--- src/psup_pkg.sv ---
package psup_pkg;

  localparam int NODE_COUNT = 256;
  localparam int NODE_AW    = (NODE_COUNT > 1) ? $clog2(NODE_COUNT) : 1;

  localparam logic [15:0] TIMEOUT_RESET = 16'd50;
  localparam logic [7:0]  RETRY_RESET   = 8'd3;
  localparam logic [7:0]  MISS_MAX      = 8'hff;
  localparam logic [15:0] WAIT_MAX      = 16'hffff;

  typedef enum logic [1:0] {
    CMD_SEND  = 2'd0,
    CMD_FRAME = 2'd1,
    CMD_TICK  = 2'd2
  } command_t;

  typedef enum logic [2:0] {
    ST_SENT      = 3'd0,
    ST_BUSY      = 3'd1,
    ST_MATCHED   = 3'd2,
    ST_UNMATCHED = 3'd3,
    ST_IDLE_TICK = 3'd4,
    ST_RETRY     = 3'd5,
    ST_GIVE_UP   = 3'd6
  } status_t;

  typedef enum logic {
    CFG_TIMEOUT_TICKS = 1'b0,
    CFG_RETRY_LIMIT   = 1'b1
  } cfg_index_t;

endpackage

--- src/psup_if.sv ---
interface psup_req_if;
  logic        valid;
  logic        ready;
  logic [1:0]  command;
  logic [7:0]  dest_node;
  logic [7:0]  request_code;
  logic [28:0] frame_id;

  modport source (output valid, command, dest_node, request_code, frame_id, input ready);
  modport sink (input valid, command, dest_node, request_code, frame_id, output ready);
endinterface

interface psup_rsp_if;
  logic       valid;
  logic       ready;
  logic [2:0] status;
  logic [7:0] resend_dest;
  logic [7:0] resend_code;
  logic [7:0] miss_count_out;

  modport source (output valid, status, resend_dest, resend_code, miss_count_out, input ready);
  modport sink (input valid, status, resend_dest, resend_code, miss_count_out, output ready);
endinterface

interface psup_cfg_if;
  logic        valid;
  logic        ready;
  logic        index;
  logic [15:0] data;

  modport source (output valid, index, data, input ready);
  modport sink (input valid, index, data, output ready);
endinterface

--- src/poll_response_supervisor_top.sv ---
// Channel  Dir  Handshake     Payload
// req      in   valid/ready   command, dest_node, request_code, frame_id
// rsp      out  valid/ready   status, resend_dest, resend_code, miss_count_out
// cfg      in   valid/ready   index (0 timeout_ticks, 1 retry_limit), data
//
// One transaction per cycle sustained unless rsp stalls; a request is
// registered in stage one, then in the rsp output register. Stage one updates
// the request registers and reads the miss-count RAM; stage two resolves retry
// or give-up and writes the count back, with forwarding of the last write.
// Reset is synchronous; a valid bit per node makes every miss count read as
// 255 after reset. A stall on rsp backs up into req via the output register.
module poll_response_supervisor_top (
  input  logic      clk,
  input  logic      rst,
  psup_req_if.sink  req,
  psup_rsp_if.source rsp,
  psup_cfg_if.sink  cfg
);

  typedef enum logic [1:0] {
    OP_NONE,
    OP_CLEAR,
    OP_TIMEOUT
  } op_t;

  localparam int AW = psup_pkg::NODE_AW;

  logic [15:0] timeout_ticks;
  logic [7:0]  retry_limit;

  logic        pending, pending_next;
  logic [7:0]  last_dest, last_dest_next;
  logic [7:0]  last_code, last_code_next;
  logic [15:0] wait_count, wait_count_next;
  logic [15:0] wait_inc;

  logic [psup_pkg::NODE_COUNT-1:0] valid_bits;

  logic                s1_valid;
  op_t                 s1_op;
  psup_pkg::status_t   s1_status;
  logic [7:0]          s1_dest;
  logic [7:0]          s1_code;
  logic                s1_in_range;
  logic                s1_vbit;

  op_t                 op_next;
  psup_pkg::status_t   status_next;
  logic                in_range_next;

  logic          fwd_valid;
  logic [AW-1:0] fwd_addr;
  logic [7:0]    fwd_data;

  logic [7:0]    ram_rdata;
  logic          ram_we;
  logic [7:0]    ram_wdata;

  logic          accept;
  logic          advance;
  logic [7:0]    miss_cur;
  logic [7:0]    miss_after;
  psup_pkg::status_t s1_final;

  assign cfg.ready = 1'b1;

  always_ff @(posedge clk) begin
    if (rst) begin
      timeout_ticks <= psup_pkg::TIMEOUT_RESET;
      retry_limit   <= psup_pkg::RETRY_RESET;
    end else if (cfg.valid) begin
      case (cfg.index)
        psup_pkg::CFG_TIMEOUT_TICKS: timeout_ticks <= cfg.data;
        psup_pkg::CFG_RETRY_LIMIT:   retry_limit   <= cfg.data[7:0];
        default: ;
      endcase
    end
  end

  assign advance   = s1_valid && (!rsp.valid || rsp.ready);
  assign req.ready = !s1_valid || advance;
  assign accept    = req.valid && req.ready;

  assign wait_inc = (wait_count == psup_pkg::WAIT_MAX) ? wait_count : wait_count + 16'd1;

  always_comb begin
    pending_next    = pending;
    last_dest_next  = last_dest;
    last_code_next  = last_code;
    wait_count_next = wait_count;
    op_next         = OP_NONE;
    status_next     = psup_pkg::ST_IDLE_TICK;
    case (req.command)
      psup_pkg::CMD_SEND: begin
        if (pending) begin
          status_next = psup_pkg::ST_BUSY;
        end else begin
          last_dest_next  = req.dest_node;
          last_code_next  = req.request_code;
          pending_next    = 1'b1;
          wait_count_next = '0;
          status_next     = psup_pkg::ST_SENT;
        end
      end
      psup_pkg::CMD_FRAME: begin
        if (req.frame_id[23:16] == last_dest && req.frame_id[7:0] == last_code) begin
          pending_next = 1'b0;
          op_next      = OP_CLEAR;
          status_next  = psup_pkg::ST_MATCHED;
        end else begin
          status_next = psup_pkg::ST_UNMATCHED;
        end
      end
      psup_pkg::CMD_TICK: begin
        if (pending) begin
          wait_count_next = wait_inc;
          if (wait_inc >= timeout_ticks) begin
            pending_next = 1'b0;
            op_next      = OP_TIMEOUT;
          end
        end
      end
      default: ;
    endcase
    in_range_next = {1'b0, last_dest_next} < 9'(psup_pkg::NODE_COUNT);
  end

  always_ff @(posedge clk) begin
    if (rst) begin
      pending    <= 1'b0;
      last_dest  <= '0;
      last_code  <= '0;
      wait_count <= '0;
      s1_valid   <= 1'b0;
    end else begin
      if (accept) begin
        pending    <= pending_next;
        last_dest  <= last_dest_next;
        last_code  <= last_code_next;
        wait_count <= wait_count_next;
        s1_valid   <= 1'b1;
      end else if (advance) begin
        s1_valid <= 1'b0;
      end
    end
  end

  always_ff @(posedge clk) begin
    if (accept) begin
      s1_op       <= op_next;
      s1_status   <= status_next;
      s1_dest     <= last_dest_next;
      s1_code     <= last_code_next;
      s1_in_range <= in_range_next;
      s1_vbit     <= valid_bits[last_dest_next[AW-1:0]];
    end
  end

  psup_ram #(
    .WIDTH (8),
    .DEPTH (psup_pkg::NODE_COUNT)
  ) u_miss_ram (
    .clk   (clk),
    .we    (ram_we),
    .waddr (s1_dest[AW-1:0]),
    .wdata (ram_wdata),
    .re    (accept),
    .raddr (last_dest_next[AW-1:0]),
    .rdata (ram_rdata)
  );

  always_comb begin
    if (!s1_in_range) begin
      miss_cur = psup_pkg::MISS_MAX;
    end else if (fwd_valid && fwd_addr == s1_dest[AW-1:0]) begin
      miss_cur = fwd_data;
    end else if (s1_vbit) begin
      miss_cur = ram_rdata;
    end else begin
      miss_cur = psup_pkg::MISS_MAX;
    end

    ram_we     = 1'b0;
    ram_wdata  = '0;
    miss_after = miss_cur;
    s1_final   = s1_status;
    case (s1_op)
      OP_CLEAR: begin
        ram_we     = s1_in_range;
        ram_wdata  = '0;
        miss_after = s1_in_range ? 8'd0 : miss_cur;
      end
      OP_TIMEOUT: begin
        if (miss_cur <= retry_limit) begin
          s1_final = psup_pkg::ST_RETRY;
          if (miss_cur != psup_pkg::MISS_MAX) begin
            ram_we     = s1_in_range;
            ram_wdata  = miss_cur + 8'd1;
            miss_after = miss_cur + 8'd1;
          end
        end else begin
          s1_final = psup_pkg::ST_GIVE_UP;
        end
      end
      default: ;
    endcase
    ram_we = ram_we && advance;
  end

  always_ff @(posedge clk) begin
    if (rst) begin
      valid_bits <= '0;
      fwd_valid  <= 1'b0;
    end else if (ram_we) begin
      valid_bits[s1_dest[AW-1:0]] <= 1'b1;
      fwd_valid <= 1'b1;
    end
  end

  always_ff @(posedge clk) begin
    if (ram_we) begin
      fwd_addr <= s1_dest[AW-1:0];
      fwd_data <= ram_wdata;
    end
  end

  always_ff @(posedge clk) begin
    if (rst) begin
      rsp.valid <= 1'b0;
    end else if (advance) begin
      rsp.valid <= 1'b1;
    end else if (rsp.ready) begin
      rsp.valid <= 1'b0;
    end
  end

  always_ff @(posedge clk) begin
    if (advance) begin
      rsp.status         <= s1_final;
      rsp.miss_count_out <= miss_after;
      if (s1_op == OP_TIMEOUT) begin
        rsp.resend_dest <= s1_dest;
        rsp.resend_code <= s1_code;
      end else begin
        rsp.resend_dest <= '0;
        rsp.resend_code <= '0;
      end
    end
  end

endmodule

--- src/psup_ram.sv ---
module psup_ram #(
  parameter int WIDTH = 8,
  parameter int DEPTH = 256
) (
  input  logic                              clk,
  input  logic                              we,
  input  logic [((DEPTH > 1) ? $clog2(DEPTH) : 1)-1:0] waddr,
  input  logic [WIDTH-1:0]                  wdata,
  input  logic                              re,
  input  logic [((DEPTH > 1) ? $clog2(DEPTH) : 1)-1:0] raddr,
  output logic [WIDTH-1:0]                  rdata
);

  logic [WIDTH-1:0] mem [DEPTH];

  always_ff @(posedge clk) begin
    if (we) begin
      mem[waddr] <= wdata;
    end
    if (re) begin
      rdata <= mem[raddr];
    end
  end

endmodule
--- src/flat_wrapper.sv ---
// flat-port wrapper written by rule: the top's interface ports become plain ports
module poll_response_supervisor_top_flat 
  (clk, rst, req_valid, req_command, req_dest_node, req_request_code, req_frame_id, req_ready, rsp_valid, rsp_status, rsp_resend_dest, rsp_resend_code, rsp_miss_count_out, rsp_ready, cfg_valid, cfg_index, cfg_data, cfg_ready);
  psup_req_if req_i ();
  psup_rsp_if rsp_i ();
  psup_cfg_if cfg_i ();
  input  logic clk;
  input  logic rst;
  input wire logic [$bits(req_i.valid)-1:0] req_valid;
  input wire logic [$bits(req_i.command)-1:0] req_command;
  input wire logic [$bits(req_i.dest_node)-1:0] req_dest_node;
  input wire logic [$bits(req_i.request_code)-1:0] req_request_code;
  input wire logic [$bits(req_i.frame_id)-1:0] req_frame_id;
  output wire logic [$bits(req_i.ready)-1:0] req_ready;
  output wire logic [$bits(rsp_i.valid)-1:0] rsp_valid;
  output wire logic [$bits(rsp_i.status)-1:0] rsp_status;
  output wire logic [$bits(rsp_i.resend_dest)-1:0] rsp_resend_dest;
  output wire logic [$bits(rsp_i.resend_code)-1:0] rsp_resend_code;
  output wire logic [$bits(rsp_i.miss_count_out)-1:0] rsp_miss_count_out;
  input wire logic [$bits(rsp_i.ready)-1:0] rsp_ready;
  input wire logic [$bits(cfg_i.valid)-1:0] cfg_valid;
  input wire logic [$bits(cfg_i.index)-1:0] cfg_index;
  input wire logic [$bits(cfg_i.data)-1:0] cfg_data;
  output wire logic [$bits(cfg_i.ready)-1:0] cfg_ready;
  assign req_i.valid = req_valid;
  assign req_i.command = req_command;
  assign req_i.dest_node = req_dest_node;
  assign req_i.request_code = req_request_code;
  assign req_i.frame_id = req_frame_id;
  assign req_ready = req_i.ready;
  assign rsp_valid = rsp_i.valid;
  assign rsp_status = rsp_i.status;
  assign rsp_resend_dest = rsp_i.resend_dest;
  assign rsp_resend_code = rsp_i.resend_code;
  assign rsp_miss_count_out = rsp_i.miss_count_out;
  assign rsp_i.ready = rsp_ready;
  assign cfg_i.valid = cfg_valid;
  assign cfg_i.index = cfg_index;
  assign cfg_i.data = cfg_data;
  assign cfg_ready = cfg_i.ready;
  poll_response_supervisor_top u_core (.clk(clk), .rst(rst), .req(req_i), .rsp(rsp_i), .cfg(cfg_i));
endmodule
--- config.mk ---
export PLATFORM = sky130hd
export DESIGN_NAME = poll_response_supervisor_top_flat
export DESIGN_NICKNAME = d
export VERILOG_FILES = /design/src/psup_pkg.sv /design/src/psup_if.sv /design/src/poll_response_supervisor_top.sv /design/src/psup_ram.sv /design/src/flat_wrapper.sv
export SDC_FILE = /design/constraint.sdc
export NUM_CORES = 2
export LEC_CHECK = 0
export ABC_CLOCK_PERIOD_IN_PS = 36900
export BUFFER_PORTS_ARGS = -buffer_cell sky130_fd_sc_hd__buf_4
export CORE_MARGIN = 5
export CORE_UTILIZATION = 50
export CTS_CLUSTER_DIAMETER = 150
export DETAILED_ROUTE_END_ITERATION = 10
export GPL_TIMING_DRIVEN = 0
export PLACE_DENSITY_LB_ADDON = 0.08
export SETUP_SLACK_MARGIN = 0.1
export SLEW_MARGIN = 10
export SYNTH_ARGS = -nofsm -noshare
export SYNTH_HDL_FRONTEND = slang
export SYNTH_HIERARCHICAL = 1
export SYNTH_SLANG_ARGS = --single-unit
export TNS_END_PERCENT = 5
--- constraint.sdc ---
create_clock -name clk -period 36.9 [get_ports clk]
set_input_delay 1.845 -clock clk [delete_from_list [all_inputs] [get_ports clk]]
set_output_delay 1.845 -clock clk [all_outputs]
set_load 0.03 [all_outputs]
==> flow_summary.toml <==
[min_path]
min_from = "u_core/timeout_ticks[10]$_SDFFE_PP0P_"
holdPathStages = 2
hold-path-endpoint = "u_core/timeout_ticks[10]$_SDFFE_PP0P_"
hp-class = "reg -> reg"

[timing]
fin_setup_tns_ps = 0
clock_skew_ps = 49.95
fin_crit_sh = 0.2527
setup-violations-final = 0
finalHoldViolCount = 0
timing.fmax_mhz = 107.2
slew_violations = 2
slew_headroom = -0.05498
fin_crit_ps = 9326
tightest_slew_ps = 1568
rsz0062_at_grt = "no"

[synth]
synth_simple_gate_area_share = 0.04422
avgSynthCellArea_um2 = 17.05
synth_seq_cells = 2437
synth_top_area_share = 0.6556
synth_xor_area_frac = 0.003851
synth_edf_count = 2121
synth.distinct_cells = 91
async_reset_ff_frac = 0
synth-compound-area-share = 0.06760
yosysTopAreaCell = "edfxtp_1"
synth.net_count = 5800
synth_area_um2 = 97150
ys_top_cells_by_count = "edfxtp_1, mux4_2, nor2_1"
synthMostInstantiatedCell = "edfxtp_1"
synthFlopType = "edfxtp_1"
synthMuxAreaShare = 0.1267
synthAdderAreaFrac = 0.004250
ys_warn_count = 6
seq_area_frac_synth = 0.7207
synthCells = 5698
synth_area_leaders = "edfxtp_1, mux4_2, dfxtp_1"
synth_top_family_by_area = "multiplexers"

[floorplanning]
rows = 161
ios = 99
initial_core_util = 0.5034
fp.dieArea_um2 = 203200
dieWidth_um = 450.8
core_um2 = 193000
die_h_um = 450.8

[power]
vdd_drop_max_mv = 0.04486
seq_power_share = 0.490
combPwrFrac = 0.089
p_sw_mw = 1.426
fin_total_pwr_mw = 6.131
clkPwrFrac = 0.422
leakage_nw = 35.77
internal_power_mw = 4.705
p_per_area_nw_per_um2 = 55.19
swShare = 0.2326

[clock_network]
cts.sinks = 2437
cts_resized = 0
clockBufferDepth = 4
clock_latency_ps = 920
cts_hold_repair.buffers = 0
numCtsBuffers = 276
post_cts_buffers = 0
root_buffer = "clkbuf_16"
cts_tree = "done"
path_clk_slew_ps = 60
cts_max_level = 5

[placed_design]
gp_congestion = 0.9130
place_area_um2 = 102700
dp_hpwl_mm = 215.5
io_buffers = 84
placedCellCount = 8407

[global_route]
grt_pass1_vias = 55736
antenna_found_initial = 11
grtUsageTotal = 0.2997
overflow = 0
grt_max_degree = 44
grt_first_pass_wirelength_mm = 429.0

[critical_path]
timing.rr.end = "u_core/u_miss_ram/mem[234][0]$_DFFE_PP_"
cpMostUsedCell = "buf_2"
path_class = "in -> reg"
crit_path_max_fanout = 11
slowest_stage = "a221oi_1"
r2r_slack_ps = 27900
cp-end-kind = "flop"
critPathRequiredTime_ps = 37430
r2r_cells = 18
r2r_start = "u_core/s1_dest[6]$_DFFE_PP_"
critPathMaxStageDelay_ps = 1100
cp_cell_sequence = "buf_4, inv_1, ha_1, nand2b_1, clkbuf_1, a21oi_1, inv_1, buf_1, clkbuf_1, buf_2, buf_4, buf_2, buf_2, mux4_2, a221oi_1, o32ai_1, nor3_1, nor4_1"
cp-start-kind = "primary input"
cp.arrival_ps = 9850

[status]
status = "finished, violations left"
violations = "max-capacitance violations, max-slew violations"

[finish]
nets = 6261
drive_gt1_frac = 0.1967
fillers = 14905
layout.cells.non_filler = 8863
syn_to_final_growth_pct = 14.35
stdcell_area_um2 = 111100

[drt]
viasPerCell = 6.497
drc = 0
vias = 57585
firstDrtPassIters = 5
drtIter0Drc = 7400
avgRoutedWirePerCell_um = 34.84
routed_wl_mm = 308.8
ant_nets = 0

[job]
timing.max_cap.violations = 1
==> worst max path at each step <==
stage	start	to	slack [ps]	cells past startpoint
finish	req_command[0]	u_core/u_miss_ram/rdata[3]$_DFFE_PP_	27570	18
global route	u_core/s1_dest[6]$_DFFE_PP_	u_core/u_miss_ram/mem[234][0]$_DFFE_PP_	27730	18
CTS	req_command[0]	u_core/u_miss_ram/rdata[3]$_DFFE_PP_	27890	18
detailed placement	req_command[0]	u_core/u_miss_ram/rdata[3]$_DFFE_PP_	26970	18
global placement	u_core/s1_dest[6]$_DFFE_PP_	u_core/u_miss_ram/mem[208][0]$_DFFE_PP_	5630	13
floorplan	u_core/s1_dest[4]$_DFFE_PP_	u_core/fwd_data[0]$_DFFE_PP_	21140	14
==> worst max-delay path: cells and delay by family <==
| kind | cells | cell delay (ps) |
|---|---|---|
| buffers and inverters | 10 | 3990 |
| AO/OA/AOI/OAI | 3 | 1840 |
| AND/OR/NAND/NOR | 3 | 1430 |
| multiplexers | 1 | 430 |
| adder cells (fa/ha/maj) | 1 | 260 |
==> through the flow <==
stage	setup slack, ps	hold WS [ps]	utilization
floorplan	21140	436.3	-
global placement	5634	448.1	0.5230
detailed placement	26970	450.9	0.5323
CTS	27890	459.5	0.5755
global route	27730	476.4	0.5756
finish	27570	455.9	0.5756
==> placed cells by master (no fill, tap or decap), types with 178 or more instances in the layout <==
master     instances
dfxtp_1          316
mux4_2           462
edfxtp_1        2121
nor2_1           359
nand2_1          277
clkbuf_16        287
a21oi_1          195
clkbuf_1         249
mux2i_1          178
inv_1            308
o22ai_1          237
==> flip-flops by register name, indices dropped and copies added (netlist names), 16 cells and up <==
register               count
u_core/u_miss_ram/mem   2048
u_core/valid_bits        256
u_core/timeout_ticks      16
u_core/wait_count         16
==> power by group through the flow <==
| stage | Clock (mW) | Combinational, mW | Sequential [mW] |
|---|---|---|---|
| floorplan | 0 | 0.288 | 3.07 |
| global placement | 0 | 0.513 | 3.08 |
| detailed placement | 0 | 0.535 | 3.06 |
| CTS | 2.62 | 0.537 | 3.00 |
| global route | 2.74 | 0.557 | 3.00 |
| finish | 2.58 | 0.545 | 3.00 |
==> routing by layer <==
| metal | share of wire | wire length [µm] | global-route usage | vias to the layer above |
|---|---|---|---|---|
| met5 | 0.000078 | 24 | 0 | - |
| met4 | 0.048 | 14900 | 0.1287 | 4 |
| met3 | 0.11 | 32640 | 0.06417 | 644 |
| met2 | 0.46 | 142200 | 0.4631 | 3347 |
| met1 | 0.39 | 119000 | 0.4163 | 30090 |
| li1 | - | - | - | 23500 |
==> final cells by class <==
type                    count  area [µm²]  area share
plain buffers             359        2039     0.01836
diodes                      3       7.507  0.00006758
clock inverters            85       780.7    0.007028
clock buffers             368        7560     0.06805
inverters                 310        1164     0.01048
repair buffers            183        2288     0.02060
multi-input cells        2592       24070      0.2167
flip-flops and latches   2437       70020      0.6303
well taps                2526        3161     0.02845
==> kinds of logic after synthesis <==
group | after synthesis
buf+inv | 669
xor+xnor | 41
other cells | 1
compound gates | 928
mux | 648
flops | 2437
fa+ha+maj | 33
simple gates | 941
(Power assumes the default switching activity.)
